### src/sv/assert_macros.svh
// Assertion macros shared by the averager RTL files.
`ifndef ASSERT_MACROS_SVH
`define ASSERT_MACROS_SVH

`ifndef SYNTH

// cond must never hold outside reset
`define WVMA_ASSERT_NEVER(lbl, clk, rst, cond) \
   lbl: assert property (@(posedge clk) disable iff (rst) !(cond)) \
      else $error("assertion failed: never");

// ante implies cons in the same cycle
`define WVMA_ASSERT_IMPLY(lbl, clk, rst, ante, cons) \
   lbl: assert property (@(posedge clk) disable iff (rst) (ante) |-> (cons)) \
      else $error("assertion failed: implication");

// ante implies cons in the next cycle
`define WVMA_ASSERT_NEXT(lbl, clk, rst, ante, cons) \
   lbl: assert property (@(posedge clk) disable iff (rst) (ante) |=> (cons)) \
      else $error("assertion failed: next-cycle implication");

`else

`define WVMA_ASSERT_NEVER(lbl, clk, rst, cond)
`define WVMA_ASSERT_IMPLY(lbl, clk, rst, ante, cons)
`define WVMA_ASSERT_NEXT(lbl, clk, rst, ante, cons)

`endif

`endif

### src/sv/wvma_pkg.sv
// Shared types and constants of the windowed vector moving average.
package wvma_pkg;

   localparam int LANES = 4;

   // func field of a request item
   localparam logic FUNC_SLIDE  = 1'b0;
   localparam logic FUNC_APPEND = 1'b1;

   // status field of a response item
   localparam logic STATUS_OK        = 1'b0;
   localparam logic STATUS_FULL_SLID = 1'b1;

   // classification of one item, passed from front to back
   typedef struct packed {
      logic slide;   // drop oldest entry before adding the new one
      logic status;  // append at full window turned into slide
   } cmd_ctl_type;

endpackage

### src/sv/wvma_if.sv
// Request and response channel interfaces of the averager.
interface wvma_req_if #(
   parameter int SAMPLE_BITS = 32
);
   logic                          valid;
   logic                          ready;
   logic                          func;
   logic signed [SAMPLE_BITS-1:0] sample_x;
   logic signed [SAMPLE_BITS-1:0] sample_y;
   logic signed [SAMPLE_BITS-1:0] sample_z;
   logic signed [SAMPLE_BITS-1:0] sample_w;

   modport source (output valid, func, sample_x, sample_y, sample_z, sample_w,
                   input ready);
   modport sink   (input valid, func, sample_x, sample_y, sample_z, sample_w,
                   output ready);
endinterface


### src/sv/wvma_front.sv
// Front section: accepts items, tracks window occupancy, picks slot and mode.
`include "assert_macros.svh"

module wvma_front #(
   parameter int DEPTH      = 64,
   parameter int PTR_BITS   = 6,
   parameter int COUNT_BITS = 7
) (
   input  logic                     clock,
   input  logic                     reset,
   wvma_req_if.sink                 req_ch,
   input  logic                     push_ready,
   output logic                     push,
   output wvma_pkg::cmd_ctl_type    ctl,
   output logic [PTR_BITS-1:0]      slot,
   output logic [COUNT_BITS-1:0]    count
);

   localparam logic [COUNT_BITS-1:0] DEPTH_C  = COUNT_BITS'(DEPTH);
   localparam logic [COUNT_BITS:0]   DEPTH_W  = (COUNT_BITS+1)'(DEPTH);
   localparam logic [PTR_BITS-1:0]   LAST_PTR = PTR_BITS'(DEPTH - 1);

   logic [COUNT_BITS-1:0] held_count_ff, held_count_in;
   logic [PTR_BITS-1:0]   oldest_ptr_ff, oldest_ptr_in;
   logic                  is_full, is_empty;
   logic [COUNT_BITS:0]   tail_sum, tail_wrap;

   assign req_ch.ready = push_ready;
   assign push         = req_ch.valid && push_ready;

   assign is_full  = (held_count_ff == DEPTH_C);
   assign is_empty = (held_count_ff == '0);

   always_comb begin
      // append past capacity slides; slide on an empty window appends
      if (req_ch.func == wvma_pkg::FUNC_APPEND) begin
         ctl.slide  = is_full;
         ctl.status = is_full;
      end else begin
         ctl.slide  = !is_empty;
         ctl.status = wvma_pkg::STATUS_OK;
      end

      tail_sum  = (COUNT_BITS+1)'(oldest_ptr_ff) + (COUNT_BITS+1)'(held_count_ff);
      tail_wrap = (tail_sum >= DEPTH_W) ? (tail_sum - DEPTH_W) : tail_sum;

      held_count_in = held_count_ff;
      oldest_ptr_in = oldest_ptr_ff;
      if (ctl.slide) begin
         slot  = oldest_ptr_ff;
         count = held_count_ff;
         if (push) begin
            oldest_ptr_in = (oldest_ptr_ff == LAST_PTR) ? '0
                                                        : oldest_ptr_ff + PTR_BITS'(1);
         end
      end else begin
         slot  = tail_wrap[PTR_BITS-1:0];
         count = held_count_ff + COUNT_BITS'(1);
         if (push) begin
            held_count_in = count;
         end
      end
   end

   always_ff @(posedge clock) begin
      if (reset) begin
         held_count_ff <= '0;
         oldest_ptr_ff <= '0;
      end else begin
         held_count_ff <= held_count_in;
         oldest_ptr_ff <= oldest_ptr_in;
      end
   end

   `WVMA_ASSERT_NEVER(a_held_in_range, clock, reset, held_count_ff > DEPTH_C)
   `WVMA_ASSERT_IMPLY(a_status_when_full, clock, reset, push && ctl.status, is_full)
   `WVMA_ASSERT_NEXT(a_append_grows, clock, reset, push && !ctl.slide, held_count_ff == $past(held_count_ff) + 1)

endmodule

### src/flat_wrapper.sv
// flat-port wrapper written by rule: the top's interface ports become plain ports
module wvma_front_flat 
#(
   parameter int DEPTH      = 64,
   parameter int PTR_BITS   = 6,
   parameter int COUNT_BITS = 7
)
  (clock, reset, push_ready, push, ctl, slot, count, req_ch_valid, req_ch_func, req_ch_sample_x, req_ch_sample_y, req_ch_sample_z, req_ch_sample_w, req_ch_ready);
  wvma_req_if req_ch_i ();
  input  logic clock;
  input  logic reset;
  input  logic push_ready;
  output logic push;
  output wvma_pkg::cmd_ctl_type ctl;
  output logic [PTR_BITS-1:0] slot;
  output logic [COUNT_BITS-1:0] count;
  input wire logic [$bits(req_ch_i.valid)-1:0] req_ch_valid;
  input wire logic [$bits(req_ch_i.func)-1:0] req_ch_func;
  input wire logic [$bits(req_ch_i.sample_x)-1:0] req_ch_sample_x;
  input wire logic [$bits(req_ch_i.sample_y)-1:0] req_ch_sample_y;
  input wire logic [$bits(req_ch_i.sample_z)-1:0] req_ch_sample_z;
  input wire logic [$bits(req_ch_i.sample_w)-1:0] req_ch_sample_w;
  output wire logic [$bits(req_ch_i.ready)-1:0] req_ch_ready;
  assign req_ch_i.valid = req_ch_valid;
  assign req_ch_i.func = req_ch_func;
  assign req_ch_i.sample_x = req_ch_sample_x;
  assign req_ch_i.sample_y = req_ch_sample_y;
  assign req_ch_i.sample_z = req_ch_sample_z;
  assign req_ch_i.sample_w = req_ch_sample_w;
  assign req_ch_ready = req_ch_i.ready;
  wvma_front #(.DEPTH(DEPTH), .PTR_BITS(PTR_BITS), .COUNT_BITS(COUNT_BITS)) u_core (.clock(clock), .reset(reset), .req_ch(req_ch_i), .push_ready(push_ready), .push(push), .ctl(ctl), .slot(slot), .count(count));
endmodule
### config.mk
export PLATFORM = sky130hd
export DESIGN_NAME = wvma_front_flat
export DESIGN_NICKNAME = d
export VERILOG_FILES = /design/src/sv/wvma_pkg.sv /design/src/sv/wvma_if.sv /design/src/sv/wvma_front.sv /design/src/flat_wrapper.sv
export VERILOG_INCLUDE_DIRS = /design/src /design/src/sv
export SDC_FILE = /design/constraint.sdc
export NUM_CORES = 1
export LEC_CHECK = 0
export BUFFER_PORTS_ARGS = -buffer_cell sky130_fd_sc_hd__buf_4
export CELL_PAD_IN_SITES_DETAIL_PLACEMENT = 1
export CELL_PAD_IN_SITES_GLOBAL_PLACEMENT = 1
export CORE_ASPECT_RATIO = 1.75
export CORE_MARGIN = 4
export CORE_UTILIZATION = 21
export DETAILED_ROUTE_END_ITERATION = 16
export PLACE_DENSITY_LB_ADDON = 0.1
export SYNTH_ARGS = -nofsm -noshare
export SYNTH_HDL_FRONTEND = slang
export SYNTH_SLANG_ARGS = --single-unit
### constraint.sdc
create_clock -name clock -period 2.26 [get_ports clock]
set_clock_uncertainty 0.1 [all_clocks]
set_input_delay 0.226 -clock clock [delete_from_list [all_inputs] [get_ports clock]]
set_output_delay 0.226 -clock clock [all_outputs]
set_load 0.02 [all_outputs]
## Word-level counts from Yosys, hierarchy flattened

Index checks and enable logic that the tools add are counted.

| operators by class | value |
|---|---|
| $add $sub $neg | 4 |
| equal/unequal tests | 2 |
| muxes and demuxes | 5 |
| order comparisons | 1 |
| bitwise operators | 1 |
| reductions and logical operators | 5 |

Operator list:

| operator | number |
|---|---|
| two-way mux 6 bit | 3 |
| adder 6 x 7 -> 8 bit | 1 |
| >= comparator 8 x 7 -> 1 bit, second input constant | 1 |
| adder 7 x 1 -> 7 bit, second input constant | 1 |
| == test 7 bit, second input constant | 1 |
| zero test 7 bit | 1 |
| two-way mux 7 bit | 1 |
| adder 6 x 1 -> 6 bit, second input constant | 1 |
| == test 6 bit, second input constant | 1 |
| subtractor 6 x 1 -> 6 bit, second input constant | 1 |
| AND reduction 2 bit | 2 |
| two-way mux 2 bit | 1 |
| logical AND 1 bit | 1 |
| zero test 1 bit | 1 |
| inverter 1 bit | 1 |

| word-level totals | value |
|---|---|
| bits in registers | 13 |

## Longest topological paths before layout

| depth | value |
|---|---|
| depth after elaboration | 5 |
| gate-level depth with buffers | 7 |
| depth with buffers taken out | 7 |

## Worst setup path after synthesis

Ideal clock, no wire load.

| path | value |
|---|---|
| path kind | reg-to-output |
| start | register u_core.held_count_ff[2] |
| end | output port slot[4] |
| path buffers | 1 |
| path slack | -0.032 ns |
| stages on the path, launching flop included | 6 |
| arrival | 1.966 ns |
| required time | 1.934 ns |
| cell sequence | dfxtp_1 -> or4_1 -> buf_6 -> nor2_8 -> nor2_4 -> o31ai_1 |

RTL lines:

| item | RTL line | text |
|---|---|---|
| from (decl) | wvma_front.sv:23 | `logic [COUNT_BITS-1:0] held_count_ff, held_count_in;` |
| from (signal assigned) | wvma_front.sv:70 | `held_count_ff <= held_count_in;` |
| to (decl) | flat_wrapper.sv:15 | `output logic [PTR_BITS-1:0] slot;` |

## Worst setup path after layout

| path | value |
|---|---|
| start | register u_core.held_count_ff[3] |
| end | output port slot[5] |

| between the ends | value |
|---|---|
| cells in the longest elaborated chain, start to end | 4 |

Ends and longest elaborated chain:

| item | RTL line | text |
|---|---|---|
| adder 6 x 7 -> 8 bit / zero test 7 bit (equally long branches) | wvma_front.sv:44, wvma_front.sv:32 |  |
| >= comparator 8 x 7 -> 1 bit (tied with other cells) | wvma_front.sv:45 | `tail_wrap = (tail_sum >= DEPTH_W) ? (tail_sum - DEPTH_W) : tail_sum;` |
| two-way mux 6 bit / two-way mux 2 bit (equally long branches) | wvma_front.sv:45, wvma_front.sv:36 |  |
| two-way mux 6 bit * | wvma_front.sv:49 | `if (ctl.slide) begin` |

Every way passes the cells marked *; elsewhere a longest branch is shown, timed or not.

==> metrics.cfg <==
[synth]
synth_top_area_share = 0.2027
syn_inst = 149
synth.distinct_cells = 48
ys_ff_latch = 13
synth.largest_area_cell = dfxtp_1
netlist_area_um2 = 1284
syn_avg_cell_area_um2 = 8.616
syn-num-nets = 291
synthTopCellsByArea = dfxtp_1, mux2_4, ha_1
seq_area_frac_synth = 0.2027
synth_warnings = 0

[clock_network]
cts_tree = built
clk_pin_slew_ns = 0.07
h-tree-depth = 1
clk_latency_ns = 0.25
clock_path_buffers = 2
cts.sinks = 13
root_buffer = clkbuf_8
numCtsBuffers = 3
postCtsHoldBufs = 0

[timing]
layout_setup_ws_ns = -0.01488
slew_headroom = 0.7760
post-route-min-period_ns = 2.275
fmax_mhz = 439.6
slew_violations = 0
timing.final.hold_violations = 0
setup_viol = 1
fin_crit_sh = 1.007
tightest_slew_ns = 0.3334
grt_setup_unrepaired = yes

[placement]
place_congestion = 0.7063
dp_hpwl_um = 3452
io_buffers = 21

[routing]
first_pass_iters = 4
routedWlPerCell_um = 16.05
drc_errors = 0
final_antenna_net_count = 0
routed_wl_um = 4461
via_count = 1342
vias_per_cell = 4.827
first_iter_violations = 45

[outcome]
violations = negative setup slack
status = finished with violations

[worst_setup_path]
startpoint = u_core.held_count_ff[3]
critPathRequiredTime_ns = 1.93
reg2reg_depth = 7
crit_type = reg -> out
cp.arrival_ns = 1.95
path_buf_inv = 2
cpLargestDelayFamily = flip-flops
crit_slowest_cell = dfxtp_4
r2r-end = u_core.oldest_ptr_ff[4]
timing.rr.start = u_core.held_count_ff[4]
crit_path_end_kind = output pin
cpPeakStageDelay_ns = 0.36
path_depth = 7
startpoint_type = register
worstPathCellList = buf_4 -> ha_1 -> nand3_1 -> o211ai_1 -> mux2i_1 -> o211ai_1 -> buf_4
crit_fanout = 4
regToRegSetupSlack_ns = 0.22
setup.worst_path.end = slot[5]

[global_route]
globalRouteOverflowTotal = 0
grt_max_degree = 20
grt_antenna_before_repair = 0
grtUsageTotal = 0.1255
grt_pass1_vias = 1502
grt_pass1_wl_um = 7176

[cells_and_area]
final_util = 0.3279
final_layout_size_suffix_gt1_frac = 0.4950
n_fill_cell = 745
multi_input_area_um2 = 1054
num_antenna_cells = 0
fin_nets = 343
syn_to_final_growth_pct = 51.36
seqCellArea_um2 = 272.8

[pwr]
power.total_mw = 0.6608
p_clk_frac = 0.351
combPwrFrac = 0.294
p_leak_nw = 0.8207
p_seq_frac = 0.355
peakVddDrop_mv = 0.1924
p_switching_mw = 0.2140
powerDensity_nw_per_um2 = 340.1
intPower_mw = 0.4468
switching_share = 0.3239

[job]
max_cap_violations = 0

[die]
fp.dieH_um = 111.4
initial_core_util = 0.2166
die_area_um2 = 7477
num_rows = 37
io_pins = 150
dieWidth_um = 67.10
core_um2 = 5926

[min_path]
min_path_type = in -> reg

[stage by stage]
step                instance area [µm²]  TNS (ns)  std cells  setup slack [ns]  hold slack [ns]
floorplan                          1289         0        149            0.1005           0.3453
global placement                   1674         0        262            0.1162           0.4282
detailed placement                 1674         0        262           0.06761           0.4362
CTS                                1894   -0.3715        277          -0.05900           0.2129
global route                       1943   -0.6329        278          -0.09944           0.2281
finish                             1943  -0.01488        278          -0.01488           0.2157
[synthesized netlist by cell type (all sizes together)]
cell type	number
a211oi	1
a21boi	3
a21oi	9
a311oi	1
a31oi	1
a32oi	1
and2	3
and3	2
buf	5
clkbuf	2
dfxtp	13
fa	1
ha	8
inv	9
mux2	8
mux2i	2
nand2	5
nand2b	2
nand3	13
nand4	1
nand4b	1
nor2	10
nor2b	7
nor3	3
nor3b	1
nor4	1
o2111ai	1
o211ai	8
o21ai	10
o21bai	1
o2bb2ai	1
o31ai	2
or3	1
or4	2
xnor2	6
xor2	4
[how the worst min path moves through the flow]
stage | startpoint | to | slack [ns] | cells past startpoint
2_1_floorplan | req_ch_func | u_core.held_count_ff[6] | 0.35 | 3
3_5_place_dp | u_core.oldest_ptr_ff[5] | u_core.oldest_ptr_ff[5] | 0.44 | 1
3_3_place_gp | u_core.oldest_ptr_ff[5] | u_core.oldest_ptr_ff[5] | 0.43 | 1
4_1_cts | reset | u_core.oldest_ptr_ff[0] | 0.21 | 2
6_report | reset | u_core.oldest_ptr_ff[0] | 0.22 | 2
5_1_grt | reset | u_core.held_count_ff[0] | 0.23 | 2
[repair_timing]
| action | in CTS | in global routing |
|---|---|---|
| buffers inserted | 11 | 2 |
| pin swaps | 15 | 12 |
| gates cloned | 0 | 0 |
| gates resized for setup | 31 | 11 |
| endpoints found under the setup margin | 13 | 12 |
[layout by cell type (no fill, tap or decap), drive strengths merged, types with 8 or more instances in the layout]
cell	count
o211ai	8
inv	9
ha	8
o21ai	10
nor2	10
dfxtp	13
mux2	8
nand3	13
a21oi	9
buf	54
[kinds of logic (layout without fill, tap and decap cells)]
family / count (synthesis) / after routing / share of synthesized area
flops: 13 / 13 / 0.2027
compound gates: 39 / 39 / 0.2242
buf+inv: 16 / 67 / 0.05750
mux: 10 / 10 / 0.1062
simple gates: 52 / 52 / 0.2476
xor+xnor: 10 / 10 / 0.06822
fa+ha+maj: 9 / 9 / 0.09357
[layout make-up]
cell class,count,area share
tap,78,0.05023
multi-input combinational,120,0.5422
timing repair buffer,54,0.2267
inverter,9,0.01739
sequential,13,0.1404
clock buffer,4,0.02318
[flip-flops by register name, indices dropped and copies added, names as in the netlist]
name,flops
u_core.held_count_ff,7
u_core.oldest_ptr_ff,6
[metal layers]
layer / up-vias / global-route usage / part of all wire
met5: - / 0 / 0
met4: 0 / 0.05556 / 0.028
met3: 9 / 0.008073 / 0.024
met2: 29 / 0.2484 / 0.58
met1: 663 / 0.1242 / 0.37
li1: 641 / - / -
[power by group through the flow]
stage / sequential (mW) / combinational [mW] / clock (mW)
final: 0.234 / 0.194 / 0.232
after detailed placement: 0.240 / 0.162 / 0
after global routing: 0.235 / 0.210 / 0.243
after floorplan: 0.240 / 0.0894 / 0
after CTS: 0.234 / 0.191 / 0.233
after global placement: 0.240 / 0.158 / 0
No activity file was read; power rests on OpenSTA's default activity.
