[src/sv/assert_macros.svh]
// Assertion macros shared by the averager RTL files.
`ifndef ASSERT_MACROS_SVH
`define ASSERT_MACROS_SVH

`ifndef SYNTH

// cond must never hold outside reset
`define WVMA_ASSERT_NEVER(lbl, clk, rst, cond) \
   lbl: assert property (@(posedge clk) disable iff (rst) !(cond)) \
      else $error("assertion failed: never");

// ante implies cons in the same cycle
`define WVMA_ASSERT_IMPLY(lbl, clk, rst, ante, cons) \
   lbl: assert property (@(posedge clk) disable iff (rst) (ante) |-> (cons)) \
      else $error("assertion failed: implication");

// ante implies cons in the next cycle
`define WVMA_ASSERT_NEXT(lbl, clk, rst, ante, cons) \
   lbl: assert property (@(posedge clk) disable iff (rst) (ante) |=> (cons)) \
      else $error("assertion failed: next-cycle implication");

`else

`define WVMA_ASSERT_NEVER(lbl, clk, rst, cond)
`define WVMA_ASSERT_IMPLY(lbl, clk, rst, ante, cons)
`define WVMA_ASSERT_NEXT(lbl, clk, rst, ante, cons)

`endif

`endif

[src/sv/wvma_fifo.sv]
// Two-entry command queue between the front and back sections.
`include "assert_macros.svh"

module wvma_fifo #(
   parameter int WIDTH = 8
) (
   input  logic             clock,
   input  logic             reset,
   input  logic             push,
   input  logic [WIDTH-1:0] wr_data,
   output logic             full,
   input  logic             pop,
   output logic [WIDTH-1:0] rd_data,
   output logic             empty
);

   logic [WIDTH-1:0] entry_ff [2];
   logic             wr_ptr_ff, wr_ptr_in;
   logic             rd_ptr_ff, rd_ptr_in;
   logic [1:0]       count_ff, count_in;

   assign full    = (count_ff == 2'd2);
   assign empty   = (count_ff == 2'd0);
   assign rd_data = entry_ff[rd_ptr_ff];

   always_comb begin
      wr_ptr_in = push ? ~wr_ptr_ff : wr_ptr_ff;
      rd_ptr_in = pop ? ~rd_ptr_ff : rd_ptr_ff;
      count_in  = count_ff;
      if (push && !pop) begin
         count_in = count_ff + 2'd1;
      end else if (pop && !push) begin
         count_in = count_ff - 2'd1;
      end
   end

   always_ff @(posedge clock) begin
      if (reset) begin
         wr_ptr_ff <= 1'b0;
         rd_ptr_ff <= 1'b0;
         count_ff  <= 2'd0;
      end else begin
         wr_ptr_ff <= wr_ptr_in;
         rd_ptr_ff <= rd_ptr_in;
         count_ff  <= count_in;
      end
   end

   always_ff @(posedge clock) begin
      if (push) begin
         entry_ff[wr_ptr_ff] <= wr_data;
      end
   end

   `WVMA_ASSERT_NEVER(a_no_overflow, clock, reset, push && full)
   `WVMA_ASSERT_NEVER(a_no_underflow, clock, reset, pop && empty)

endmodule

[config.mk]
export PLATFORM = sky130hd
export DESIGN_NAME = wvma_fifo
export DESIGN_NICKNAME = d
export VERILOG_FILES = /design/src/sv/wvma_fifo.sv
export VERILOG_INCLUDE_DIRS = /design/src /design/src/sv
export SDC_FILE = /design/constraint.sdc
export NUM_CORES = 1
export LEC_CHECK = 0
export BUFFER_PORTS_ARGS = -buffer_cell sky130_fd_sc_hd__buf_2
export CORE_MARGIN = 2
export CORE_UTILIZATION = 44
export DETAILED_ROUTE_END_ITERATION = 16
export MAX_ROUTING_LAYER = met4
export PLACE_DENSITY = 0.82
export SLEW_MARGIN = 20
export SYNTH_ARGS = -nofsm -noshare
export SYNTH_HDL_FRONTEND = slang
export SYNTH_SLANG_ARGS = --single-unit
[constraint.sdc]
create_clock -name clock -period 1.4 [get_ports clock]
set_clock_uncertainty 0.2 [all_clocks]
set_input_delay 0.14 -clock clock [delete_from_list [all_inputs] [get_ports clock]]
set_output_delay 0.14 -clock clock [all_outputs]
set_load 0.02 [all_outputs]
# Word-level counts from Yosys, hierarchy flattened
# Memory sizes are Yosys's and may differ from the RTL's. A register that Yosys moved wholly into a read port is not among the register bits.
# Index checks and enable logic that the tools add are counted.
[word_totals]
reg_bits = 4
mem_bits_rw = 16
inputBits = 12
output_inout_bits = 10
wordCells = 21
memories = 1
[memory_table]
columns = ["name", "depth", "width", "read_ports", "rd_ports_with_merged_regs", "wr", "line", "text"]
rows = [
  ["entry_ff", 2, 8, 1, 1, 1, "wvma_fifo.sv:17", "logic [WIDTH-1:0] entry_ff [2];"],
]
[classes]
n_addsub = 2
n_eq_ne = 1
mux = 6
n_bitwise = 2
reduce_logical = 6
[ops]
columns = ["cell", "n"]
rows = [
  ["$mux W1", 4],
  ["$mux W2", 2],
  ["$add A2 B1 Y2 const B", 1],
  ["$eq A2 B2 Y1 const B", 1],
  ["$logic_and A1 B1 Y1", 2],
  ["$logic_not A1 Y1", 2],
  ["$logic_not A2 Y1", 1],
  ["$not A1 Y1", 2],
  ["$reduce_bool A2 Y1", 1],
  ["$sub A2 B1 Y2 const B", 1],
]

# Longest topological paths before layout
# Gate-level depths: netlist of the first run.
[depth]
ltp_word = 4
ltp_mapped = 5
depth_no_buf = 5

# Worst setup path before layout of the first run
# OpenSTA, ideal clock, no wires.
[synth_path]
path_type = "reg-to-reg"
start = "register wr_ptr_ff"
end = "memory entry_ff[0][0] (enable)"
t_arrival_ns = 0.715
required_time_ns = 0.827
setup_slack_ns = 0.112
path_stages_with_launch = 2
path_buffers = 0
synth_period_minus_slack_ns = 1.288
cell_sequence = "dfxtp_1 > nor2b_1"
[synth_rtl]
columns = ["item", "line", "text"]
rows = [
  ["start: declaration", "wvma_fifo.sv:18", "logic wr_ptr_ff, wr_ptr_in;"],
  ["start signal: assignment", "wvma_fifo.sv:43", "wr_ptr_ff <= wr_ptr_in;"],
  ["end: declaration", "wvma_fifo.sv:17", ""],
]
# Straight into the memory's write port.

==> results.toml, run 1 <==
[run_status]
status = "finished, violations left"
violations = "setup timing"

[logic_synthesis]
yosys_warnings = 0
synth_seq_cells = 21
synth_area_um2 = 783
syn_inst = 47
synth_cell_types = 15
synth_seq_area_share = 0.741
syn_area_per_cell_um2 = 16.7
synth_area_leaders = "edfxtp_1 (61%), dfxtp_1 (13%), mux2_2 (12%)"
yosysTopAreaCellShare = 0.613
syn_nets = 60
yosys.area.top_type = "edfxtp_1"

[clock_network]
ctsRootBufferMaster = "clkbuf_4"
numCtsBuffers = 3
cts.path.max_buffers = 2
tritoncts = "built"
cts.sinks = 21
cts_setup_buffers = 0
clkSlewWorstSetupHoldPaths_ns = 0.12
h-tree-depth = 1
clk_latency_ns = 0.29

[drt]
via_count = 483
dr.first_iter.drc_count = 0
drt_pre_antenna_iters = 1
drcViolationCount = 0
wire_per_inst_um = 12.3
ant_nets = 0
viasPerCell = 4.43
finalWirelength_um = 1340

[placement]
dp_hpwl_um = 838
io_buffers = 21
placed_area_um2 = 942
finalWeightedCongestion = 0.616
dpl.cell_count = 94

[die]
num_io_pins = 22
coreArea_um2 = 1710
die-area_um2 = 2130
initial_core_util = 0.459
core.rowCount = 15
die_w_um = 46.2
die_h_um = 46.2

[worst_setup_path]
critPathArrivalTime_ns = 1.23
timing.rr.end = "entry_ff[1][4]"
rrSetupSlack_ns = 0.10
r2r_start = "wr_ptr_ff"
critPathKind = "reg -> out"
critical_path_required_ns = 1.06
worst_setup_path_end_kind = "output pin"
worstSetupStartpointType = "flop"
cp_max_fo = 8
reg2reg_depth = 1

[global_route]
grt_overflow_total = 0
grt_max_degree = 13
grt_pass1_wl_um = 2060
grt_pass1_vias = 501
track_usage = 0.150
antenna_found_initial = 0

[timing]
relSlewSlack = 0.744
rsz0062_at_grt = "true"
finalCritPeriodShare = 1.12
min_period_ns = 1.57
final-setup-viol-count = 8
fmax_mhz = 639
slew_viol_final = 0
max_slew.worst_pin.slew_ns = 0.384
setup_slack_ns = -0.165
finalHoldViolations = 0

[layout]
area_growth_pct = 49.5
design_area_um2 = 1170
stdcell_count = 109
layout-drive-gt1-share = 0.452
mostFrequentLayoutCell = "edfxtp_1"
final_net_count = 98
antenna_cells = 0
mostFrequentLayoutCells = "edfxtp_1 (16), buf_2 (12), dlygate4sd3_1 (11), buf_6 (9), mux2_4 (8)"

[job]
drv_cap = 0

[pwr]
p_leak_nw = 0.484
clkPwrFrac = 0.209
switching_share = 0.244
power_frac_comb = 0.227
p_seq_frac = 0.564
p_int_w = 0.000997
power_switching_w = 0.000321
power_density_nw_per_um2 = 1130
max-vdd-ir-drop_uv = 848

[hold_path]
hp-class = "in -> reg"
holdPathStages = 4
min_to = "count_ff[0]"
min_from = "push"
## how the worst max path moves through the flow
stage	to	cells past startpoint
2_1_floorplan	entry_ff[0][0]	1
3_3_place_gp	count_ff[1]	4
3_5_place_dp	count_ff[1]	4
4_1_cts	rd_data[3]	3
5_1_grt	rd_data[4]	3
6_report	rd_data[1]	3
## power by group through the flow
stage	logic [W]	registers, W	clock network [W]
3_5_place_dp	0.000217	0.000755	0
6_report	0.000299	0.000744	0.000275
4_1_cts	0.000295	0.000744	0.000282
2_1_floorplan	0.000138	0.000748	0
3_3_place_gp	0.000210	0.000752	0
5_1_grt	0.000322	0.000749	0.000311
## state kept, by name, summed over array words and instances, names as in the netlist, named ones only
| name | count |
|---|---|
| count_ff | 2 |
| rd_ptr_ff | 1 |
| entry_ff | 16 |
| wr_ptr_ff | 1 |
## worst max-delay path, stage by stage (launching register included)
cell and delay, ns:
dfxtp_2 0.36, buf_12 0.13, mux2_4 0.30, buf_6 0.13
## metal layers
layer  up-vias  wire [µm]  track usage
met5         -          0            -
met4         0          5       0.0514
met3         2         40       0.0392
met2        14        750        0.281
met1       224        542        0.145
li1        243          -            -
## stage by stage
| step | setup TNS, ns | total power, W | setup slack, ns | util | hold WS, ns |
|---|---|---|---|---|---|
| finish | -1.30 | 0.00132 | -0.165 | 0.686 | 0.110 |
| global route | -1.72 | 0.00138 | -0.218 | 0.686 | 0.169 |
| global placement | 0 | 0.000962 | 0.0809 | 0.552 | 0.128 |
| floorplan | 0 | 0.000886 | 0.112 | - | 0.00907 |
| CTS | -1.27 | 0.00132 | -0.164 | 0.681 | 0.102 |
| detailed placement | 0 | 0.000972 | 0.0207 | 0.552 | 0.131 |
## synthesized netlist by cell type (all sizes together)
master  number
or3          1
ha           1
xor2         2
nor2         5
dfxtp        5
a21oi        1
xnor2        2
and2b        1
inv          1
edfxtp      16
mux2         8
and2         1
nor2b        1
buf          1
o21ai        1
## cells by family (layout without fill, tap and decap cells)
group           Yosys count  count (layout)  share of synthesized area
flops                    21              21                      0.741
simple gates              9               9                     0.0591
mux                       8               8                      0.115
xor+xnor                  4               4                     0.0447
compound gates            2               2                     0.0128
buf+inv                   2              39                     0.0112
fa+ha+maj                 1               1                     0.0160
## timing repair
action                                  4_1_cts  5_1_grt
gates cloned                                  0        0
hold endpoints to repair                     21        0
endpoints found under the setup margin        9        9
hold buffers                                 11        0
resized for setup                            26        3
## layout make-up
class / instances / area, µm²
clock buffers: 3 / 22.5
clock inverters: 1 / 5.00
fillers: 131 / 537
inverters: 1 / 3.75
multi-input cells: 24 / 224
flip-flops and latches: 21 / 586
well taps: 25 / 31.3
repair buffers: 34 / 299
Note: power is estimated with default switching activity, not from simulation.
==> run 2, diff against run 1 <==
--- a/constraint.sdc
+++ b/constraint.sdc
@@ -3,3 +3,3 @@
 set_input_delay 0.14 -clock clock [delete_from_list [all_inputs] [get_ports clock]]
 set_output_delay 0.14 -clock clock [all_outputs]
-set_load 0.02 [all_outputs]
+set_load 0.005 [all_outputs]
==> run 2 against run 1 <==
  * The run still ends with setup timing left
  * Global-route usage decreased by 0.097 points
  * Final cell count unchanged
  * Fmax grew 0.53%
  * Power shrank 3.7%
  * Setup slack improved by 0.0082 ns
  * Register-to-register slack barely moved
  * Count of clock-buffer cells in the layout unchanged
  * Critical path type unchanged
  * Critical endpoint is now rd_data[0]
  * Highest routed layer unchanged
==> results.toml, run 2 (synthesis gave the netlist of run 1 again) <==
[worst_setup_path]
worst_setup_path_end_kind = "output pin"
cpMaxStageDelayCell = "dfxtp_2"
critPathArrivalTime_ns = 1.22
worstSetupStartpointType = "flop"
critPathKind = "reg -> out"
critical_path_required_ns = 1.06
cp_max_fo = 8
cp_cell_sequence = "buf_12 > mux2_4 > buf_6"
cpPeakStageDelay_ns = 0.36
cp_top_family = "flip-flops"
cp.buffers_inverters = 2

[die]
coreArea_um2 = 1710
num_io_pins = 22
initial_core_util = 0.459
die-area_um2 = 2130
core.rowCount = 15
die_h_um = 46.2
die_w_um = 46.2

[timing]
fin_setup_tns_ns = -1.15
final-setup-viol-count = 8
min_period_ns = 1.56
relSlewSlack = 0.741
rsz0062_at_grt = "true"
fmax_mhz = 642
setup_slack_ns = -0.157
slew_viol_final = 0
max_slew.worst_pin.slew_ns = 0.389
finalCritPeriodShare = 1.11
finalHoldViolations = 0

[layout]
antenna_cells = 0
largest_register = "entry_ff"
stdcell_count = 109
multi_input_area_um2 = 224
layout-drive-gt1-share = 0.452
fillers = 133
mostFrequentLayoutCell = "edfxtp_1"
largestRegisters = "entry_ff x16, count_ff x2"
design_area_um2 = 1160
mostFrequentLayoutCells = "edfxtp_1 (16), buf_2 (13), dlygate4sd3_1 (11), mux2_4 (8), buf_6 (8)"
final_net_count = 98
seqCellArea_um2 = 583
area_growth_pct = 48.4
largest_reg_flops = 16

[drt]
drcViolationCount = 0
finalWirelength_um = 1480
ant_nets = 0
drt_pre_antenna_iters = 2
wire_per_inst_um = 13.5
viasPerCell = 4.54
dr.first_iter.drc_count = 5
via_count = 495

[clock_network]
h-tree-depth = 1
clk_latency_ns = 0.29
cts.sinks = 21
clkSlewWorstSetupHoldPaths_ns = 0.11
tritoncts = "built"
cts_setup_buffers = 0
ctsRootBufferMaster = "clkbuf_4"
numCtsBuffers = 3
cts.path.max_buffers = 2

[run_status]
violations = "setup timing"
status = "finished, violations left"

[global_route]
use_met1 = 0.140
use_met2 = 0.283
busiest_layer = "met2"
antenna_found_initial = 0
grt_pass1_vias = 482
grt_overflow_total = 0
gr-usage-met3 = 0.0392
grt_max_degree = 13
track_usage = 0.149
grt_pass1_wl_um = 2020

[placement]
placed_area_um2 = 942
dpl.cell_count = 94
dp_slack_ns = 0.0207
finalWeightedCongestion = 0.616
dp_hpwl_um = 838
io_buffers = 21

[pwr]
switching_share = 0.221
p_int_w = 0.000989
clkPwrFrac = 0.215
total_power_w = 0.00127
p_seq_frac = 0.587
power_switching_w = 0.000281
max-vdd-ir-drop_uv = 810
p_leak_nw = 0.483
power_density_nw_per_um2 = 1090
power_frac_comb = 0.199

[hold_path]
hp-class = "in -> reg"

[job]
drv_cap = 0
## run 2: cell counts in the layout (fill, tap and decap cells not counted)
Identical to the previous run, type by type.
## run 2: path summary, 6_finish.rpt
| check | start | endpoint | slack [ns] | depth (start not counted) |
|---|---|---|---|---|
| worst max-delay path | flop | rd_data[0] | -0.16 | 3 |
| worst min-delay path | push | count_ff[0] | 0.11 | 4 |
| worst max register to register | wr_ptr_ff | entry_ff[1][4] | 0.10 | 1 |
| worst min register to register | count_ff[1] | count_ff[1] | 0.31 | 2 |
## run 2: layout make-up
| class | instances | share of cell area |
|---|---|---|
| Inverter | 1 | 0.00323 |
| Tap cell | 25 | 0.0269 |
| Clock buffer | 3 | 0.0194 |
| Clock inverter | 1 | 0.00431 |
| Timing Repair Buffer | 34 | 0.252 |
| Multi-Input combinational cell | 24 | 0.193 |
| Sequential cell | 21 | 0.502 |
## run 2: timing repair
action	4_1_cts	5_1_grt
endpoints found under the setup margin	8	9
resized for setup	16	2
endpoints found under the hold margin	21	0
hold buffers	11	0
## run 2: power by group through the flow
stage	sequential [W]	combinational, W	clock [W]
after floorplan	0.000748	0.0000951	0
after global placement	0.000752	0.000168	0
after detailed placement	0.000755	0.000174	0
after CTS	0.000743	0.000246	0.000282
after global routing	0.000750	0.000274	0.000303
final	0.000745	0.000252	0.000273
## run 2: per-stage QoR
step	hold WS (ns)	utilization
2_1_floorplan	0.00907	-
3_3_place_gp	0.128	0.552
3_5_place_dp	0.131	0.552
4_1_cts	0.102	0.676
5_1_grt	0.170	0.681
6_report	0.107	0.681
## run 2: layer usage
layer | wire length (µm) | part of all wire | vias up
li1 | - | - | 244
met1 | 533 | 0.36 | 235
met2 | 883 | 0.60 | 14
met3 | 53 | 0.036 | 2
met4 | 5 | 0.0034 | 0
met5 | 0 | 0 | -
==> run 3, diff against run 2 <==
- CELL_PAD_IN_SITES_DETAIL_PLACEMENT: not set -> 1
- CELL_PAD_IN_SITES_GLOBAL_PLACEMENT: not set -> 1
- CORE_UTILIZATION: 44 -> 36
==> run 3 against run 2 <==
  * The run still ends with setup timing left
  * Flip-flop and latch count is the same
  * Design area is 2.2% higher
  * First-iteration DRC count shrank 20%
  * Largest power group unchanged
  * Fmax up 0.14%
  * Sequential power hardly changed
==> results.toml, run 3 (synthesis gave the netlist of run 1 again) <==
[pwr]
power_frac_comb = 0.202
p_leak_nw = 0.491
p_seq_frac = 0.575
clkPwrFrac = 0.224
power_switching_w = 0.000298
power_density_nw_per_um2 = 1090
p_int_w = 0.000997
switching_share = 0.230
max-vdd-ir-drop_uv = 663

[worst_setup_path]
worst_setup_path_end_kind = "output pin"
critical_path_required_ns = 1.06
rrSetupSlack_ns = 0.16
critPathArrivalTime_ns = 1.21
cp_max_fo = 8
worstSetupStartpointType = "flop"
critPathKind = "reg -> out"

[global_route]
grt_pass1_wl_um = 2350
use_met1 = 0.135
grt_max_degree = 13
busiest_layer = "met2"
use_met2 = 0.226
track_usage = 0.129
antenna_found_initial = 0
grt_overflow_total = 0
grt_pass1_vias = 538
gr-usage-met3 = 0.0298

[layout]
largest_reg_flops = 16
mostFrequentLayoutCell = "edfxtp_1"
layout-drive-gt1-share = 0.459
largestRegisters = "entry_ff x16, count_ff x2"
seqCellArea_um2 = 586
multi_input_area_um2 = 224
largest_register = "entry_ff"
fillers = 199
area_growth_pct = 51.6
final_net_count = 99
antenna_cells = 0
mostFrequentLayoutCells = "edfxtp_1 (16), buf_2 (13), dlygate4sd3_1 (11), mux2_4 (8), buf_6 (8)"
design_area_um2 = 1190
utilization = 0.593

[die]
die_w_um = 50.6
die_h_um = 50.6
num_io_pins = 22
initial_core_util = 0.391
die-area_um2 = 2560
core.rowCount = 16
coreArea_um2 = 2000

[timing]
min_period_ns = 1.55
final-setup-viol-count = 8
finalCritPeriodShare = 1.11
rsz0062_at_grt = "true"
setup_slack_ns = -0.155
finalHoldViolations = 0
slew_viol_final = 0
max_slew.worst_pin.slew_ns = 0.175
relSlewSlack = 0.883
fmax_mhz = 643

[drt]
dr.first_iter.drc_count = 4
drcViolationCount = 0
wire_per_inst_um = 13.1
via_count = 505
finalWirelength_um = 1470
drt_pre_antenna_iters = 2
ant_nets = 0
viasPerCell = 4.51

[clock_network]
ctsRootBufferMaster = "clkbuf_4"
h-tree-depth = 1
cts.sinks = 21
numCtsBuffers = 3
tritoncts = "built"
cts.path.max_buffers = 2
clk_latency_ns = 0.30
cts_setup_buffers = 0
clkSlewWorstSetupHoldPaths_ns = 0.12

[placement]
finalWeightedCongestion = 0.573
dp_hpwl_um = 966
dp_slack_ns = 0.0213
placed_area_um2 = 965
io_buffers = 21

[run_status]
status = "finished, violations left"
violations = "setup timing"

[job]
drv_cap = 0

[hold_path]
hp-class = "in -> reg"
## run 3: cell count changes in the layout (fill, tap and decap cells not counted)
cell / change
dfxtp_2: -1
dfxtp_4: +1
buf_12: +1
## run 3: cell type report
class                   instances  share of cell area
multi-input cells              24               0.189
well taps                      27              0.0285
flip-flops and latches         21               0.493
clock inverters                 1             0.00421
clock buffers                   3              0.0190
inverters                       1             0.00316
repair buffers                 35               0.263
## run 3: routing by layer
| layer | up-vias | part of all wire |
|---|---|---|
| li1 | 244 | - |
| met3 | 2 | 0.064 |
| met2 | 16 | 0.51 |
| met4 | 0 | 0.0068 |
| met5 | - | 0 |
| met1 | 243 | 0.42 |
## run 3: through the flow
stage / hold slack [ns] / TNS (ns) / cells / power, W
floorplan: 0.00907 / 0 / 47 / 0.000843
CTS: 0.0952 / -1.25 / 112 / 0.00129
detailed placement: 0.132 / 0 / 97 / 0.000940
finish: 0.0985 / -1.19 / 112 / 0.00129
global route: 0.139 / -1.60 / 112 / 0.00135
global placement: 0.129 / 0 / 97 / 0.000930
## run 3: power by group through the flow
stage | clock [W] | sequential [W] | combinational, W
global route | 0.000311 | 0.000750 | 0.000285
detailed placement | 0 | 0.000755 | 0.000184
CTS | 0.000297 | 0.000744 | 0.000253
floorplan | 0 | 0.000748 | 0.0000951
global placement | 0 | 0.000752 | 0.000178
finish | 0.000290 | 0.000744 | 0.000261
## run 3: critical path: stages, from the launching register on
cell     delay [ns]
dfxtp_2        0.36
buf_12         0.13
mux2_4         0.31
buf_6          0.12
## run 3: final timing paths
kind / cells past startpoint / endpoint / from
worst max-delay path: 3 / rd_data[6] / flop
worst min-delay path: 4 / count_ff[0] / push
worst max register to register: 3 / count_ff[1] / count_ff[0]
worst min register to register: 2 / count_ff[1] / count_ff[1]
## run 3: timing repair
item                                   in CTS  in global routing
gates cloned                                0                  0
resized for setup                          16                  3
setup endpoints to repair                   9                  9
hold buffers                               11                  0
endpoints found under the hold margin      21                  0
pin swaps                                   0                  0
