### src/sv/assert_macros.svh
// Assertion macros shared by the averager RTL files.
`ifndef ASSERT_MACROS_SVH
`define ASSERT_MACROS_SVH

`ifndef SYNTH

// cond must never hold outside reset
`define WVMA_ASSERT_NEVER(lbl, clk, rst, cond) \
   lbl: assert property (@(posedge clk) disable iff (rst) !(cond)) \
      else $error("assertion failed: never");

// ante implies cons in the same cycle
`define WVMA_ASSERT_IMPLY(lbl, clk, rst, ante, cons) \
   lbl: assert property (@(posedge clk) disable iff (rst) (ante) |-> (cons)) \
      else $error("assertion failed: implication");

// ante implies cons in the next cycle
`define WVMA_ASSERT_NEXT(lbl, clk, rst, ante, cons) \
   lbl: assert property (@(posedge clk) disable iff (rst) (ante) |=> (cons)) \
      else $error("assertion failed: next-cycle implication");

`else

`define WVMA_ASSERT_NEVER(lbl, clk, rst, cond)
`define WVMA_ASSERT_IMPLY(lbl, clk, rst, ante, cons)
`define WVMA_ASSERT_NEXT(lbl, clk, rst, ante, cons)

`endif

`endif

### src/sv/wvma_pkg.sv
// Shared types and constants of the windowed vector moving average.
package wvma_pkg;

   localparam int LANES = 4;

   // func field of a request item
   localparam logic FUNC_SLIDE  = 1'b0;
   localparam logic FUNC_APPEND = 1'b1;

   // status field of a response item
   localparam logic STATUS_OK        = 1'b0;
   localparam logic STATUS_FULL_SLID = 1'b1;

   // classification of one item, passed from front to back
   typedef struct packed {
      logic slide;   // drop oldest entry before adding the new one
      logic status;  // append at full window turned into slide
   } cmd_ctl_type;

endpackage

### src/sv/wvma_if.sv


interface wvma_rsp_if #(
   parameter int SAMPLE_BITS = 32,
   parameter int COUNT_BITS  = 7
);
   logic                          valid;
   logic                          ready;
   logic signed [SAMPLE_BITS-1:0] avg_x;
   logic signed [SAMPLE_BITS-1:0] avg_y;
   logic signed [SAMPLE_BITS-1:0] avg_z;
   logic signed [SAMPLE_BITS-1:0] avg_w;
   logic [COUNT_BITS-1:0]         entries;
   logic                          status;

   modport source (output valid, avg_x, avg_y, avg_z, avg_w, entries, status,
                   input ready);
   modport sink   (input valid, avg_x, avg_y, avg_z, avg_w, entries, status,
                   output ready);
endinterface

### src/sv/wvma_back.sv
// Back section: ring store update, running sums and bit-serial lane division.
`include "assert_macros.svh"

module wvma_back #(
   parameter int SAMPLE_BITS = 32,
   parameter int PTR_BITS    = 6,
   parameter int COUNT_BITS  = 7,
   parameter int SUM_BITS    = 38,
   localparam int LANE_BITS  = wvma_pkg::LANES * SAMPLE_BITS
) (
   input  logic                   clock,
   input  logic                   reset,
   input  logic                   pop_valid,
   output logic                   pop,
   input  wvma_pkg::cmd_ctl_type  cmd_ctl,
   input  logic [PTR_BITS-1:0]    cmd_slot,
   input  logic [COUNT_BITS-1:0]  cmd_count,
   input  logic [LANE_BITS-1:0]   cmd_samples,
   output logic                   ram_wr_en,
   output logic [PTR_BITS-1:0]    ram_wr_addr,
   output logic [LANE_BITS-1:0]   ram_wr_data,
   output logic                   ram_rd_en,
   output logic [PTR_BITS-1:0]    ram_rd_addr,
   input  logic [LANE_BITS-1:0]   ram_rd_data,
   wvma_rsp_if.source             rsp_ch
);

   localparam int LANES    = wvma_pkg::LANES;
   localparam int CNT_BITS = $clog2(SUM_BITS);

   typedef enum logic [4:0] {
      S_IDLE   = 5'b00001,
      S_ACCUM  = 5'b00010,
      S_SIGN   = 5'b00100,
      S_DIVIDE = 5'b01000,
      S_DONE   = 5'b10000
   } state_type;

   state_type                    state_ff, state_in;
   wvma_pkg::cmd_ctl_type        ctl_ff, ctl_in;
   logic [PTR_BITS-1:0]          slot_ff, slot_in;
   logic [COUNT_BITS-1:0]        count_ff, count_in;
   logic [LANE_BITS-1:0]         samples_ff, samples_in;
   logic signed [SUM_BITS-1:0]   sum_ff [LANES];
   logic signed [SUM_BITS-1:0]   sum_in [LANES];
   logic [SUM_BITS-1:0]          mag_ff [LANES];
   logic [SUM_BITS-1:0]          mag_in [LANES];
   logic [COUNT_BITS-1:0]        rem_ff [LANES];
   logic [COUNT_BITS-1:0]        rem_in [LANES];
   logic [LANES-1:0]             neg_ff, neg_in;
   logic [CNT_BITS-1:0]          bit_cnt_ff, bit_cnt_in;
   logic                         rsp_valid_ff, rsp_valid_in;
   logic signed [SAMPLE_BITS-1:0] avg_ff [LANES];
   logic signed [SAMPLE_BITS-1:0] avg_in [LANES];
   logic [COUNT_BITS-1:0]        entries_ff, entries_in;
   logic                         status_ff, status_in;

   logic signed [SAMPLE_BITS-1:0] new_lane [LANES];
   logic signed [SAMPLE_BITS-1:0] old_lane [LANES];
   logic [COUNT_BITS:0]           trial [LANES];
   logic [SUM_BITS-1:0]           neg_mag [LANES];
   logic                          out_free;

   assign out_free = !rsp_valid_ff || rsp_ch.ready;

   always_comb begin
      state_in     = state_ff;
      ctl_in       = ctl_ff;
      slot_in      = slot_ff;
      count_in     = count_ff;
      samples_in   = samples_ff;
      sum_in       = sum_ff;
      mag_in       = mag_ff;
      rem_in       = rem_ff;
      neg_in       = neg_ff;
      bit_cnt_in   = bit_cnt_ff;
      avg_in       = avg_ff;
      entries_in   = entries_ff;
      status_in    = status_ff;
      rsp_valid_in = rsp_valid_ff && !rsp_ch.ready;
      pop          = 1'b0;
      ram_rd_en    = 1'b0;
      ram_rd_addr  = cmd_slot;
      ram_wr_en    = 1'b0;
      ram_wr_addr  = slot_ff;
      ram_wr_data  = samples_ff;

      for (int i = 0; i < LANES; i++) begin
         new_lane[i] = signed'(samples_ff[i*SAMPLE_BITS +: SAMPLE_BITS]);
         old_lane[i] = signed'(ram_rd_data[i*SAMPLE_BITS +: SAMPLE_BITS]);
         trial[i]    = {rem_ff[i], mag_ff[i][SUM_BITS-1]};
         neg_mag[i]  = -mag_ff[i];
      end

      case (state_ff)
         S_IDLE: begin
            if (pop_valid) begin
               // read the entry a slide will drop; data is ready in S_ACCUM
               pop        = 1'b1;
               ram_rd_en  = 1'b1;
               ctl_in     = cmd_ctl;
               slot_in    = cmd_slot;
               count_in   = cmd_count;
               samples_in = cmd_samples;
               state_in   = S_ACCUM;
            end
         end
         S_ACCUM: begin
            ram_wr_en = 1'b1;
            for (int i = 0; i < LANES; i++) begin
               if (ctl_ff.slide) begin
                  sum_in[i] = sum_ff[i] + SUM_BITS'(new_lane[i]) - SUM_BITS'(old_lane[i]);
               end else begin
                  sum_in[i] = sum_ff[i] + SUM_BITS'(new_lane[i]);
               end
            end
            state_in = S_SIGN;
         end
         S_SIGN: begin
            for (int i = 0; i < LANES; i++) begin
               neg_in[i] = sum_ff[i][SUM_BITS-1];
               mag_in[i] = sum_ff[i][SUM_BITS-1] ? SUM_BITS'(-sum_ff[i])
                                                 : SUM_BITS'(sum_ff[i]);
               rem_in[i] = '0;
            end
            bit_cnt_in = CNT_BITS'(SUM_BITS - 1);
            state_in   = S_DIVIDE;
         end
         S_DIVIDE: begin
            // restoring division, one quotient bit per lane each cycle;
            // quotient bits shift in as dividend bits shift out
            for (int i = 0; i < LANES; i++) begin
               if (trial[i] >= {1'b0, count_ff}) begin
                  rem_in[i] = COUNT_BITS'(trial[i] - {1'b0, count_ff});
                  mag_in[i] = {mag_ff[i][SUM_BITS-2:0], 1'b1};
               end else begin
                  rem_in[i] = trial[i][COUNT_BITS-1:0];
                  mag_in[i] = {mag_ff[i][SUM_BITS-2:0], 1'b0};
               end
            end
            if (bit_cnt_ff == '0) begin
               state_in = S_DONE;
            end else begin
               bit_cnt_in = bit_cnt_ff - CNT_BITS'(1);
            end
         end
         S_DONE: begin
            if (out_free) begin
               for (int i = 0; i < LANES; i++) begin
                  avg_in[i] = neg_ff[i] ? signed'(neg_mag[i][SAMPLE_BITS-1:0])
                                        : signed'(mag_ff[i][SAMPLE_BITS-1:0]);
               end
               entries_in   = count_ff;
               status_in    = ctl_ff.status;
               rsp_valid_in = 1'b1;
               state_in     = S_IDLE;
            end
         end
         default: begin
            state_in = S_IDLE;
         end
      endcase
   end

   always_ff @(posedge clock) begin
      if (reset) begin
         state_ff     <= S_IDLE;
         rsp_valid_ff <= 1'b0;
         for (int i = 0; i < LANES; i++) begin
            sum_ff[i] <= '0;
         end
      end else begin
         state_ff     <= state_in;
         rsp_valid_ff <= rsp_valid_in;
         sum_ff       <= sum_in;
      end
   end

   always_ff @(posedge clock) begin
      ctl_ff     <= ctl_in;
      slot_ff    <= slot_in;
      count_ff   <= count_in;
      samples_ff <= samples_in;
      mag_ff     <= mag_in;
      rem_ff     <= rem_in;
      neg_ff     <= neg_in;
      bit_cnt_ff <= bit_cnt_in;
      avg_ff     <= avg_in;
      entries_ff <= entries_in;
      status_ff  <= status_in;
   end

   assign rsp_ch.valid   = rsp_valid_ff;
   assign rsp_ch.avg_x   = avg_ff[0];
   assign rsp_ch.avg_y   = avg_ff[1];
   assign rsp_ch.avg_z   = avg_ff[2];
   assign rsp_ch.avg_w   = avg_ff[3];
   assign rsp_ch.entries = entries_ff;
   assign rsp_ch.status  = status_ff;

   `WVMA_ASSERT_IMPLY(a_divisor_nonzero, clock, reset, state_ff == S_DIVIDE, count_ff != '0)

endmodule

### src/flat_wrapper.sv
// flat-port wrapper written by rule: the top's interface ports become plain ports
module wvma_back_flat 
#(
   parameter int SAMPLE_BITS = 32,
   parameter int PTR_BITS    = 6,
   parameter int COUNT_BITS  = 7,
   parameter int SUM_BITS    = 38,
   localparam int LANE_BITS  = wvma_pkg::LANES * SAMPLE_BITS
)
  (clock, reset, pop_valid, pop, cmd_ctl, cmd_slot, cmd_count, cmd_samples, ram_wr_en, ram_wr_addr, ram_wr_data, ram_rd_en, ram_rd_addr, ram_rd_data, rsp_ch_valid, rsp_ch_avg_x, rsp_ch_avg_y, rsp_ch_avg_z, rsp_ch_avg_w, rsp_ch_entries, rsp_ch_status, rsp_ch_ready);
  wvma_rsp_if #(.SAMPLE_BITS(SAMPLE_BITS), .COUNT_BITS(COUNT_BITS)) rsp_ch_i ();
  input  logic clock;
  input  logic reset;
  input  logic pop_valid;
  output logic pop;
  input  wvma_pkg::cmd_ctl_type cmd_ctl;
  input  logic [PTR_BITS-1:0] cmd_slot;
  input  logic [COUNT_BITS-1:0] cmd_count;
  input  logic [LANE_BITS-1:0] cmd_samples;
  output logic ram_wr_en;
  output logic [PTR_BITS-1:0] ram_wr_addr;
  output logic [LANE_BITS-1:0] ram_wr_data;
  output logic ram_rd_en;
  output logic [PTR_BITS-1:0] ram_rd_addr;
  input  logic [LANE_BITS-1:0] ram_rd_data;
  output wire logic [$bits(rsp_ch_i.valid)-1:0] rsp_ch_valid;
  output wire logic [$bits(rsp_ch_i.avg_x)-1:0] rsp_ch_avg_x;
  output wire logic [$bits(rsp_ch_i.avg_y)-1:0] rsp_ch_avg_y;
  output wire logic [$bits(rsp_ch_i.avg_z)-1:0] rsp_ch_avg_z;
  output wire logic [$bits(rsp_ch_i.avg_w)-1:0] rsp_ch_avg_w;
  output wire logic [$bits(rsp_ch_i.entries)-1:0] rsp_ch_entries;
  output wire logic [$bits(rsp_ch_i.status)-1:0] rsp_ch_status;
  input wire logic [$bits(rsp_ch_i.ready)-1:0] rsp_ch_ready;
  assign rsp_ch_valid = rsp_ch_i.valid;
  assign rsp_ch_avg_x = rsp_ch_i.avg_x;
  assign rsp_ch_avg_y = rsp_ch_i.avg_y;
  assign rsp_ch_avg_z = rsp_ch_i.avg_z;
  assign rsp_ch_avg_w = rsp_ch_i.avg_w;
  assign rsp_ch_entries = rsp_ch_i.entries;
  assign rsp_ch_status = rsp_ch_i.status;
  assign rsp_ch_i.ready = rsp_ch_ready;
  wvma_back #(.SAMPLE_BITS(SAMPLE_BITS), .PTR_BITS(PTR_BITS), .COUNT_BITS(COUNT_BITS), .SUM_BITS(SUM_BITS)) u_core (.clock(clock), .reset(reset), .pop_valid(pop_valid), .pop(pop), .cmd_ctl(cmd_ctl), .cmd_slot(cmd_slot), .cmd_count(cmd_count), .cmd_samples(cmd_samples), .ram_wr_en(ram_wr_en), .ram_wr_addr(ram_wr_addr), .ram_wr_data(ram_wr_data), .ram_rd_en(ram_rd_en), .ram_rd_addr(ram_rd_addr), .ram_rd_data(ram_rd_data), .rsp_ch(rsp_ch_i));
endmodule
### config.mk
export PLATFORM = sky130hd
export DESIGN_NAME = wvma_back_flat
export DESIGN_NICKNAME = d
export VERILOG_FILES = /design/src/sv/wvma_pkg.sv /design/src/sv/wvma_if.sv /design/src/sv/wvma_back.sv /design/src/flat_wrapper.sv
export VERILOG_INCLUDE_DIRS = /design/src /design/src/sv
export SDC_FILE = /design/constraint.sdc
export NUM_CORES = 2
export LEC_CHECK = 0
export ABC_CLOCK_PERIOD_IN_PS = 9800
export BUFFER_PORTS_ARGS = -buffer_cell sky130_fd_sc_hd__buf_2
export CORE_ASPECT_RATIO = 0.8
export CORE_MARGIN = 2
export CORE_UTILIZATION = 26
export DETAILED_ROUTE_END_ITERATION = 7
export PLACE_DENSITY = 0.39
export SYNTH_ARGS = -nofsm -noshare
export SYNTH_HDL_FRONTEND = slang
export SYNTH_SLANG_ARGS = --single-unit
### constraint.sdc
create_clock -name clock -period 9.8 [get_ports clock]
set_clock_uncertainty 0.15 [all_clocks]
set_input_delay 0.49 -clock clock [delete_from_list [all_inputs] [get_ports clock]]
set_output_delay 0.49 -clock clock [all_outputs]
set_load 0.005 [all_outputs]
=== Word level (Yosys, flattened, before mapping) ===
Index checks and enable logic that the tools add are counted.

* Output and inout port bits: 280
* Flip-flop bits (word level): 627
* Logic and storage cells: 104

* Order comparisons: 4
* Mux-type cells: 33
* Reductions and logical operators: 10
* Equal/unequal tests: 9
* Add/sub/neg operators: 21

{| class="wikitable"
|+ Operators with widths
! kind !! count
|-
| 38-bit 2-to-1 mux || 8
|-
| 152-bit one-hot mux with 2 select lines || 1
|-
| 38-bit by 32-bit adder with 38-bit output || 4
|-
| 38-bit negation || 4
|-
| 38-bit by 32-bit subtractor with 38-bit output || 4
|-
| 32-bit 2-to-1 mux || 4
|-
| 32-bit negation || 4
|-
| 28-bit one-hot mux with 2 select lines || 1
|-
| 8-bit by 7-bit greater-or-equal comparator with 1-bit output || 4
|-
| 7-bit 2-to-1 mux || 4
|-
| 7-bit subtractor || 4
|-
| 5-bit one-hot mux with 5 select lines || 1
|-
| 5-bit 2-to-1 mux || 3
|-
| 6-bit one-hot mux with 2 select lines || 1
|-
| 1-bit 2-to-1 mux || 9
|-
| 6-bit zero test || 1
|-
| 6-bit 2-to-1 mux || 1
|-
| 2-bit AND reduction || 3
|-
| 6-bit by 1-bit subtractor with 6-bit output, second input constant || 1
|-
| 5-bit by 1-bit == test with 1-bit output, second input constant || 1
|-
| 5-bit by 2-bit == test with 1-bit output, second input constant || 1
|-
| 5-bit by 3-bit == test with 1-bit output, second input constant || 1
|-
| 5-bit by 4-bit == test with 1-bit output, second input constant || 1
|-
| 5-bit == test, second input constant || 1
|-
| other kinds (7) || 10
|}

=== Logic depth before layout (Yosys ltp) ===
* Word-level depth: 4
* Mapped depth: 25

=== Least setup slack after synthesis ===
OpenSTA, ideal clock, no wires.

* Kind: register -> register
* From: register u_core.state_ff[0]
* To: register u_core.avg_ff (netlist bit u_core.rsp_ch.avg_w[0]), enable pin
* Slack: 2342 ps
* Period minus slack after synthesis: 7458 ps
* Arrival time: 6659 ps
* Stages on the path, launching flop included: 4
* Required time: 9001 ps
* Cell sequence: dfxtp_1 -> nor3_1 -> nand3b_1 -> nor2b_1

* Longest elaborated chain between the ends: 2

{| class="wikitable"
|+ RTL lines
! item !! RTL line !! source
|-
| from (decl) || wvma_back.sv:39 || <nowiki>state_type state_ff, state_in;</nowiki>
|-
| from (signal assigned) || wvma_back.sv:173 || <nowiki>state_ff <= state_in;</nowiki>
|-
| 5-bit == test || wvma_back.sv:95 || <nowiki>case (state_ff)</nowiki>
|-
| 2-bit AND reduction (no source line) || - ||
|-
| to (signal assigned) || wvma_back.sv:188 || <nowiki>avg_ff <= avg_in;</nowiki>
|-
| to (decl) || wvma_back.sv:53 || <nowiki>logic signed [SAMPLE_BITS-1:0] avg_ff [LANES];</nowiki>
|}

No other way between the ends.
A chain may end at the register's enable or synchronous reset.

=== Worst setup path after layout ===
* From: register u_core.sum_ff[0] (netlist bit)
* To: register u_core.sum_ff[37] (netlist bit)

* Longest elaborated chain between the ends: 3

{| class="wikitable"
|+ RTL lines
! item !! RTL line !! source
|-
| from (decl) || wvma_back.sv:44 || <nowiki>logic signed [SUM_BITS-1:0] sum_ff [LANES];</nowiki>
|-
| from (signal assigned) || wvma_back.sv:175 || <nowiki>sum_ff <= sum_in;</nowiki>
|-
| 38-bit by 32-bit adder with 38-bit output * || wvma_back.sv:112, wvma_back.sv:114 ||
|-
| 38-bit by 32-bit subtractor with 38-bit output || wvma_back.sv:112 || <nowiki>sum_in[i] = sum_ff[i] + SUM_BITS'(new_lane[i]) - SUM_BITS'(old_lane[i]);</nowiki>
|-
| 38-bit 2-to-1 mux * || wvma_back.sv:111 || <nowiki>if (ctl_ff.slide) begin</nowiki>
|}

Every way passes the cells marked *; elsewhere a longest branch is shown, timed or not.

==> summary.md <==
| Metric | Value |
|---|---|
| Hold wc startpoint | `ram_rd_data[64]` |
| Die height | `376 um` |
| Worst-Margin Slew | `1.12 ns` |
| Die ar. | `176,000 um2` |
| Post-synth EDFFs | `469` |
| Setup TNS | `0 ns` |
| Post-route insts no fill | `7,920` |
| Vias after detailed routing | `38,900` |
| Fin crit share | `67.3%` |
| Hpwl dp | `123,000 um` |
| Worst Hold Depth | `5` |
| DRT iter0 DRCs | `2,480` |
| FF-to-FF End | `u_core.sum_ff[37]` |
| CTS max path bufs | `3` |
| Clock root buffer | `clkbuf_16` |
| Multi-input gate area | `26,100 um2` |
| Max Slew Vio Count | `0` |
| Global Route Usage Sum | `17.8%` |
| Crit path DAT | `7.08 ns` |
| Mapped Cells | `4,951` |
| Internal power | `0.00575 W` |
| Avg Synthesized Cell Area | `9.09 um2` |
| Initial Utilization | `26.2%` |
| Comb pwr share | `27.0%` |
| Sequential area share after synthesis | `38.3%` |
| Clk pwr share | `a little under two fifths` |
| Power Total | `approximately 0.0086 W` |
| CP required | `10.28 ns` |
| Num CTS Buffers | `83` |
| CTS Sinks | `around 630` |
| Cell variety after synth | `80` |
| Final setup viols | `0` |
| Post-layout nets | `6,185` |
| Yosys warns | `0` |
| Avg WL per Cell | `20.3 um` |
| Resize count post-CTS | `0` |
| Remaining antenna violation count | `0` |
| Hold Crit Endpoint | `u_core.sum_ff[38]` |
| Largest cells by area after synthesis | `edfxtp_1 (31%), ha_1 (9.3%), dfxtp_1 (7.0%)` |
| Main synth FF type | `edfxtp_1` |
| Number of global-route vias before repair | `approximately 38,000` |
| Met3 routed WL | `between 6000 and 7000 um` |
| Critical path type | `reg -> reg` |
| Async set-reset flop share out of synthesis | `0%` |
| Max Cap Violations | `0` |
| Number of synthesized register bits | `about 630` |
| Port buffer count | `554` |
| Worst-path clk slew | `~0.060 ns` |
| Crit start category | `flop` |
| Largest net degree at the start of global routing | `between 200 and 250` |
| Hold Vio Cnt, Final | `0` |
| Residual DRC | `0` |
| WL met2 | `71,100 um` |
| Lkg Pwr | `22.3 nW` |
| Post-Syn Area | `45,000 um2` |
| Synth top area share | `31.3%` |
| Core area | `between 150,000 and 200,000 um2` |
| Dpl cells | `approximately 7,600` |
| First-pass GRT wire length | `241,000 um` |
| Sw Share | `33.1%` |
| Peak supply drop | `125 uV` |
| Pwr dens | `roughly 160 nW/um2` |
| Total grt overflow | `0` |
| Endpoint class of the critical path | `flop` |
| DRT Pass-1 Iters | `7` |
| Relative slew slack | `25.5%` |
| DR top layer | `met5` |
| Layout cell share with drive strength beyond 1 | `13.8%` |
| Psw | `0.00284 W` |
| Register Area | `about 17,000 um2` |
| Row count | `around 140` |
| Util after Layout | `31.7%` |
| HP Class | `in -> reg` |
| Fmax | `between 150 and 200 MHz` |
| Reg2Reg Launch Point | `u_core.sum_ff[0]` |
| Final hold slack | `0.0868 ns` |
| Synthesized Nets | `5,572` |
| H-tree depth | `3` |
| Top cell type by total area after synthesis | `edfxtp_1` |
| Detailed-routing wirelength on met1 | `79,900 um` |
| Status | `complete, no violations` |
| Layout area overhead | `21.0%` |
| Sequential power share | `35.4%` |
| Worst R2R Setup Slack | `3.21 ns` |
| Minimum clock period | `about 6.6 ns` |
| TritonCTS clock tree | `done` |
| Post-CTS setup buffer count | `0` |
| Initial antenna violation count | `19` |
| Worst r2r path cells | `23` |
| Unrepaired setup endpoints after global routing | `no` |
| Worst-Skew Late Latency | `0.70 ns` |
| Worst Path Max Fanout | `7` |
| RePlAce Congestion | `0.833` |
| Die width | `469 um` |
| Routed vias/inst | `4.91` |
| Wirelength, routed | `161,000 um` |
| # fillers | `18,200` |
| # IOs | `555` |
flip-flops by register name (all words and copies together) (netlist names):
name / count
u_core.ram_wr_addr: 6
u_core.state_ff: 5
u_core.rsp_ch.valid: 1
u_core.rsp_ch.entries: 7
u_core.rem_ff: 28
u_core.neg_ff: 4
u_core.rsp_ch.status: 1
u_core.rsp_ch.avg_z: 32
u_core.rsp_ch.avg_x: 32
u_core.ram_wr_data: 128
u_core.bit_cnt_ff: 6
u_core.rsp_ch.avg_w: 32
u_core.count_ff: 7
u_core.rsp_ch.avg_y: 32
u_core.sum_ff: 152
u_core.ctl_ff: 2
u_core.mag_ff: 152
cell families (layout without fill, tap and decap cells):
family | count (synthesis) | count (layout) | share of synthesized area (%)
AOI/OAI and AO/OA | 1530 | 1530 | 21.7
xor gates and xnor gates | 536 | 536 | 10.4
adders and majority gates | 346 | 346 | 9.82
buffers and inverters | 453 | 1135 | 3.84
DFF | 627 | 627 | 38.3
muxes | 55 | 55 | 1.24
other | 0 | 10 | 0
and+or+nand+nor | 1404 | 1404 | 14.6
cells in the final DEF, fill, tap and decap left out, drive strengths merged, types with 85 or more instances in the layout:
cell | Yosys | routed
xor2 | 213 | 213
dfxtp | 158 | 158
xnor2 | 323 | 323
o21ai | 418 | 418
edfxtp | 469 | 469
dlygate4sd3 | 0 | 145
nand2 | 507 | 507
clkbuf | 189 | 95
a21oi | 367 | 367
o31ai | 85 | 85
nor2 | 367 | 367
ha | 334 | 334
inv | 246 | 250
buf | 18 | 590
a211oi | 106 | 106
a21o | 199 | 199
timing repair:
| action | CTS | global route |
|---|---|---|
| endpoints found under the hold margin | 146 | 0 |
| hold buffers | 145 | 0 |
| endpoints found under the setup margin | 0 | 0 |
worst max-delay path by stage:
| stage | from | endpoint | slack, ns | depth (start not counted) |
|---|---|---|---|---|
| detailed placement | u_core.sum_ff[0] | u_core.sum_ff[37] | 3.27 | 23 |
| CTS | u_core.sum_ff[0] | u_core.sum_ff[37] | 3.22 | 23 |
| floorplan | u_core.state_ff[0] | u_core.rsp_ch.avg_w[0] | 2.34 | 3 |
| global route | u_core.ram_wr_data[0] | u_core.sum_ff[151] | 2.69 | 24 |
| global placement | u_core.ram_wr_data[0] | u_core.sum_ff[151] | 3.28 | 24 |
| finish | u_core.sum_ff[0] | u_core.sum_ff[37] | 3.21 | 23 |
area by class of cell:
class | count | share of cell area [%]
Inverter | 246 | 1.72
Antenna cell | 10 | 0.0460
Multi-Input combinational cell | 3871 | 47.9
Clock buffer | 95 | 3.98
Tap cell | 2277 | 5.24
Sequential cell | 627 | 31.7
Timing Repair Buffer | 735 | 8.29
Clock inverter | 59 | 1.14
layer usage:
metal	vias to the layer above	track usage [%]
met3	176	2.62
met1	18400	25.6
met5	-	0
li1	19500	-
met4	4	4.17
met2	821	27.8
synthesized netlist by cell type, drive strengths merged, types with 7 or more instances:
library cell and count:
and2 23, inv 246, a2111oi 13, nor3 66
o41ai 39, a21boi 15, a21o 199, or3 63
buf 18, nand4 45, nor2 367, nand3b 9
a41oi 13, ha 334, a211o 9, or4 47
o21a 44, and3 24, xor2 213, dfxtp 158
a211oi 106, a31oi 40, o21bai 48, a21oi 367
a31o 8, clkbuf 189, o31ai 85, nand2b 53
a221oi 10, mux2i 50, a311oi 23, o21ai 418
a221o 7, and4 12, or2 18, fa 12
xnor2 323, nand2 507, nand3 65, o211ai 29
nor2b 62, nor3b 8, edfxtp 469, nor4 23
worst max-delay path, stage by stage (launching register included):
cell,delay (ns)
dfxtp_1,0.42
ha_1,0.24
inv_1,0.07
fa_1,0.41
nor2b_1,0.12
o21ai_0,0.12
o21ai_0,0.39
a21oi_1,0.26
o31ai_1,0.65
a21oi_1,0.17
o21ai_0,0.63
a41oi_1,0.24
xnor2_1,0.30
ha_1,0.36
a21oi_1,0.21
o21ai_0,0.11
a21o_1,0.20
a31oi_1,0.27
nor3_1,0.11
a211o_1,0.28
a211oi_1,0.26
xnor2_1,0.13
or3_1,0.32
a21oi_1,0.14
stage by stage:
stage / cell area (um2) / setup WS [ns]
after detailed placement: 50200 / 3.27
after global routing: 54400 / 2.69
after global placement: 50200 / 3.28
after CTS: 54400 / 3.22
final: 54400 / 3.21
after floorplan: 45000 / 2.34
power groups by stage:
stage	Sequential, W	Combinational [W]	Clock, W
2_1_floorplan	0.00307	0.00162	0
3_3_place_gp	0.00310	0.00228	0
3_5_place_dp	0.00310	0.00226	0
4_1_cts	0.00305	0.00233	0.00336
5_1_grt	0.00306	0.00260	0.00344
6_report	0.00304	0.00232	0.00323
Power figures use the tool's default switching activity.
